[src/rtl/core/mbf_pkg.sv]
package mbf_pkg;

  localparam int NUM_LANES      = 4;
  localparam int COMP_W         = 8;
  localparam int SUM_W          = COMP_W + 1;
  localparam int TOT_W          = COMP_W + 2;
  localparam int LOG_W          = 4;
  localparam int NC_W           = 3;
  localparam int LEVEL_W        = 4;
  localparam int MAX_COMPONENTS = 4;

  localparam logic [LOG_W-1:0] WIDTH_LOG2_RESET  = 4'd8;
  localparam logic [LOG_W-1:0] HEIGHT_LOG2_RESET = 4'd8;
  localparam logic [NC_W-1:0]  NUM_COMP_RESET    = 3'd4;

  typedef enum logic [1:0] {
    REG_WIDTH_LOG2  = 2'd0,
    REG_HEIGHT_LOG2 = 2'd1,
    REG_NUM_COMP    = 2'd2
  } reg_idx_t;

  typedef logic [NUM_LANES-1:0][COMP_W-1:0] comp_vec_t;
  typedef logic [NUM_LANES-1:0][SUM_W-1:0]  sum_vec_t;

  typedef struct packed {
    logic [COMP_W-1:0] comp0;
    logic [COMP_W-1:0] comp1;
    logic [COMP_W-1:0] comp2;
    logic [COMP_W-1:0] comp3;
  } texel_t;

  typedef struct packed {
    logic [LEVEL_W-1:0] level;
    logic [COMP_W-1:0]  out0;
    logic [COMP_W-1:0]  out1;
    logic [COMP_W-1:0]  out2;
    logic [COMP_W-1:0]  out3;
    logic               level_done;
    logic               last_of_run;
  } result_t;

  // broadcast from the register block to every level
  typedef struct packed {
    logic [LOG_W-1:0]   wl;
    logic [LOG_W-1:0]   hl;
    logic [LEVEL_W-1:0] levels;
    logic               restart;
  } cell_cfg_t;

  // what a level tells the level below it about its next texel
  typedef struct packed {
    logic at_last;
    logic will_complete;
  } cell_stat_t;

  localparam cell_stat_t END_STAT = '{at_last: 1'b1, will_complete: 1'b0};

endpackage

[src/rtl/core/mbf_out_fifo.sv]
module mbf_out_fifo
  import mbf_pkg::*;
(
  input  logic    clk,
  input  logic    rst,
  input  logic    push,
  input  result_t push_data,
  output logic    room,
  output logic    out_valid,
  output result_t out_data,
  input  logic    out_ready
);

  result_t    slots [2];
  logic       wptr;
  logic       rptr;
  logic [1:0] count;
  logic [1:0] count_next;
  logic       pop;

  assign pop       = out_valid && out_ready;
  assign room      = !count[1];
  assign out_valid = count != 2'd0;
  assign out_data  = slots[rptr];

  always_comb begin
    count_next = count;
    if (push && !pop) begin
      count_next = count + 2'd1;
    end else if (pop && !push) begin
      count_next = count - 2'd1;
    end
  end

  always_ff @(posedge clk) begin
    if (rst) begin
      wptr  <= 1'b0;
      rptr  <= 1'b0;
      count <= 2'd0;
    end else begin
      count <= count_next;
      if (push) begin
        wptr <= !wptr;
      end
      if (pop) begin
        rptr <= !rptr;
      end
    end
  end

  always_ff @(posedge clk) begin
    if (push) begin
      slots[wptr] <= push_data;
    end
  end

endmodule

[config.mk]
export PLATFORM = sky130hd
export DESIGN_NAME = mbf_out_fifo
export DESIGN_NICKNAME = d
export VERILOG_FILES = /design/src/rtl/core/mbf_pkg.sv /design/src/rtl/core/mbf_out_fifo.sv
export SDC_FILE = /design/constraint.sdc
export NUM_CORES = 1
export LEC_CHECK = 0
export BUFFER_PORTS_ARGS = -buffer_cell sky130_fd_sc_hd__buf_2
export CAP_MARGIN = 5
export CORE_MARGIN = 3
export CORE_UTILIZATION = 55
export CTS_CLUSTER_SIZE = 28
export DETAILED_ROUTE_END_ITERATION = 10
export PLACE_DENSITY = 0.83
export SLEW_MARGIN = 20
export SYNTH_ARGS = -nofsm -noshare
export SYNTH_HDL_FRONTEND = slang
export SYNTH_SLANG_ARGS = --single-unit
[constraint.sdc]
create_clock -name clk -period 4 [get_ports clk]
set_input_delay 0.4 -clock clk [delete_from_list [all_inputs] [get_ports clk]]
set_output_delay 0.4 -clock clk [all_outputs]
set_load 0.02 [all_outputs]
Word-level counts from Yosys, hierarchy flattened
Memory sizes are Yosys's and may differ from the RTL's. A register that Yosys moved wholly into a read port is not among the register bits.
Index checks and enable logic that the tools add are counted.
Widths: inputs -> output; s select.
{"block": "totals", "inputBits": 42, "out_inout_bits": 40, "wordCells": 22, "ramBits": 76, "register_bits": 4, "n_memories": 1}
{"name": "slots", "depth": 2, "width": 38, "rd": 1, "rd_ports_with_merged_regs": 1, "wr": 1, "line": "mbf_out_fifo.sv:14", "rtl": "result_t slots [2];"}
{"block": "op_classes", "mux": 6, "add_sub_neg": 2, "reduce_logical": 10}
{"operator": "$logic_not 1->1", "n": 5}
{"operator": "$mux 1", "n": 4}
{"operator": "$mux 2", "n": 2}
{"operator": "$reduce_bool 2->1", "n": 2}
{"operator": "$logic_and 1x1->1", "n": 3}
{"operator": "$add 2x1->2 const B", "n": 1}
{"operator": "$sub 2x1->2 const B", "n": 1}

Logic depth before layout (Yosys ltp)
{"block": "depth", "ltp_word": 5, "depth_mapped": 5, "mapped_depth_nobuf": 5}

Worst setup path before layout
OpenSTA, ideal clock, no wires.
{"block": "synth_path", "path_kind": "input port to flip-flop", "start": "in push", "end": "mem slots[0][0] (netlist bit), enable pin", "stages": 1, "t_arrival_ns": 2.104, "setup_time_ns": 0.438, "path_slack_ns": 1.458, "path_cell_list": "nor2b_1"}
{"block": "synth_via", "elab_chain_cells": 2}
{"element": "start: declaration", "line": "mbf_out_fifo.sv:6", "rtl": "input logic push,"}
{"element": "$mux 1", "line": "mbf_out_fifo.sv:52", "rtl": "if (push) begin"}
{"element": "$mux 1 (not written as such)", "line": "mbf_out_fifo.sv:53", "rtl": "slots[wptr] <= push_data;"}
{"element": "end: declaration", "line": "mbf_out_fifo.sv:14"}
No other way between the ends.

==> out/qor.yml <==
finish:
  multi_input_area_sq_um: 539.3
  drive_above_1_share_pct: 58.97
  area_delta_synth_final_pct: 24.67
  final_nets: 272
  antennaDiodeCount: 0
  fillers: 359
  regArea_sq_um: 2384
setup_path:
  reg2reg_depth: 4
  worstSetupPathType: "reg -> out"
  r2r_start: "count[1]"
  worst_ep_required_time_ps: 3600
  cp-start-kind: "flop"
  end_kind: "output port"
  cp.arrival_ps: 1830
  crit_fanout: 38
  timing.rr.end: "count[1]"
  r2r_setup_slack_ps: 2410
power_and_ir_drop:
  ir_worst_vdd_mv: 0.4440
  p_leak_nw: 1.395
  power_mw: 2.279
  power_density_nw_per_um2: 619.2
synth:
  yosysUniqueCellTypes: 17
  yosys.area.top_type_share_pct: 77.32
  netlist_area_sq_um: 2952
  yosysWarnings: 0
  synth_top_area_cell: "edfxtp_1"
  synth.area.top_cells: "edfxtp_1 77%, mux2_2 14%, dfxtp_1 3.4%"
  avgSynthCellArea_sq_um: 21.08
  synth-seq-cells: 81
  synth_nets: 183
  syn_inst: 140
  ys_seq_area_share_pct: 80.71
sta:
  fmax_mhz: 447.7
  fin_ws_ps: 1767
  setup-tns-final_ps: 0
  worstMarginPinSlew_ps: 906.8
  finalHoldViolCount: 0
  finClkSkew_ps: 5.446
  holdWs_ps: 258.4
  setup_violations: 0
  max-slew-margin-rel_pct: 39.55
  post-route-period-util_pct: 55.84
  slew_viol_final: 0
  layout_min_cycle_time_ps: 2233
  grt_setup_unrepaired: "false"
global_route:
  grt_max_degree: 39
  grt_first_pass_wirelength_um: 7431
  grt_usage_pct: 16.20
  grt_pass1_vias: 1588
  antenna_found_initial: 0
  grt_overflow: 0
clock_network:
  cts_max_path_buffers: 2
  cts_resized: 0
  cts_made_buffers: 9
  clk_latency_ps: 320
  root_buffer: "clkbuf_8"
  path_clk_slew_ps: 80
  cts_tree: "yes"
  clock-sinks: 81
  cts_setup_buffers: 0
  hold_buffers: 0
  htreeDepth: 3
floorplanning:
  die_area_sq_um: 6281
  start_util_pct: 57.42
  die_w_um: 79.26
  io_pins: 82
  core_area_sq_um: 5140
  die_y_um: 79.26
  core.rowCount: 26
worst_hold_path:
  whs_path_depth: 1
  hp-class: "in -> reg"
  holdPathEnd: "slots[1][3]"
  min_from: "push_data[3]"
routing:
  first_iter_violations: 96
  ant_nets: 0
  wl_per_cell_um: 15.92
  via_count: 1520
  drc: 0
  dr.pass1.iters: 4
  wl_um: 4839
  viasPerCell: 5.000
placement:
  dpl_worst_slack_ps: 2093
  port_buffers: 81
  place_hpwl_um: 3189
  place_congestion: 0.6810
run_status:
  status: "finished clean"
run:
  maxCapViolCount: 0
==> how the worst max path moves through the flow <==
stage,start,cells after the start,to
CTS,flop,2,out_data[28]
global route,flop,2,out_data[28]
detailed placement,flop,2,out_data[4]
global placement,flop,2,out_data[4]
finish,flop,2,out_data[19]
floorplan,push,1,slots[0][0]
==> cell families after synthesis <==
group,after synthesis,share of synthesized area [%]
and+or+nand+nor,8,1.357
adders and majority gates,1,0.4238
AOI/OAI and AO/OA,3,0.5085
muxes,38,14.50
buffers and inverters,5,1.314
xor gates and xnor gates,4,1.187
DFF,81,80.71
==> per-layer routing <==
metal	vias up	track usage, %	wire (um)	part of all wire, %
met5	-	0	0	0
met4	0	7.904	46	0.95
met3	4	3.741	252	5.2
met2	47	28.62	2678	55
met1	748	18.45	1862	38
li1	721	-	-	-
==> registers in the layout, indices dropped and copies added (netlist names), named ones only <==
signal / count
slots: 76
count: 2
rptr: 1
wptr: 1
==> metrics by stage <==
step	area (sq um)	util, %	instances
final	3680	71.59	304
after global routing	3680	71.59	304
after CTS	3652	71.06	303
after detailed placement	3420	66.53	287
after global placement	3420	66.53	287
after floorplan	2952	-	140
==> where the power goes <==
part           switching, mW  internal [mW]  leakage [nW]
clock                  0.258          0.404         0.117
sequential            0.0835           1.00         0.755
combinational          0.283          0.250         0.523
==> Yosys cell counts (all sizes together) <==
cell type / n
buf: 4
edfxtp: 76
a21oi: 1
o21ai: 2
nor2b: 1
ha: 1
xnor2: 1
or2: 1
xor2: 3
mux2: 38
or3: 1
inv: 1
nor2: 4
and2: 1
dfxtp: 5
==> critical path, cell delays in order, from the launching register on <==
cell	delay, ps
dfxtp_2	920
mux2_2	430
buf_2	160
==> cells in the final DEF, fill, tap and decap left out <==
cell / Yosys / layout
buf_2: 1 / 81
edfxtp_1: 76 / 76
mux2_2: 38 / 38
clkbuf_8: 0 / 12
nor2_1: 4 / 4
dfxtp_1: 5 / 4
xor2_1: 3 / 3
o21ai_0: 2 / 2
bufinv_16: 0 / 2
clkbuf_1: 0 / 2
or2_2: 1 / 1
inv_1: 1 / 1
and2_2: 0 / 1
nor2b_4: 0 / 1
xnor2_1: 1 / 1
or3_1: 1 / 1
a21oi_1: 1 / 1
ha_1: 1 / 1
dfxtp_2: 0 / 1
buf_16: 0 / 1
==> final cells by class <==
type,instances,area share [%]
sequential,81,64.77
multi-input combinational,54,14.65
timing repair buffer,82,11.76
clock buffer,14,4.692
tap,70,2.380
clock inverter,2,1.632
inverter,1,0.1020
Power figures use the tool's default switching activity.
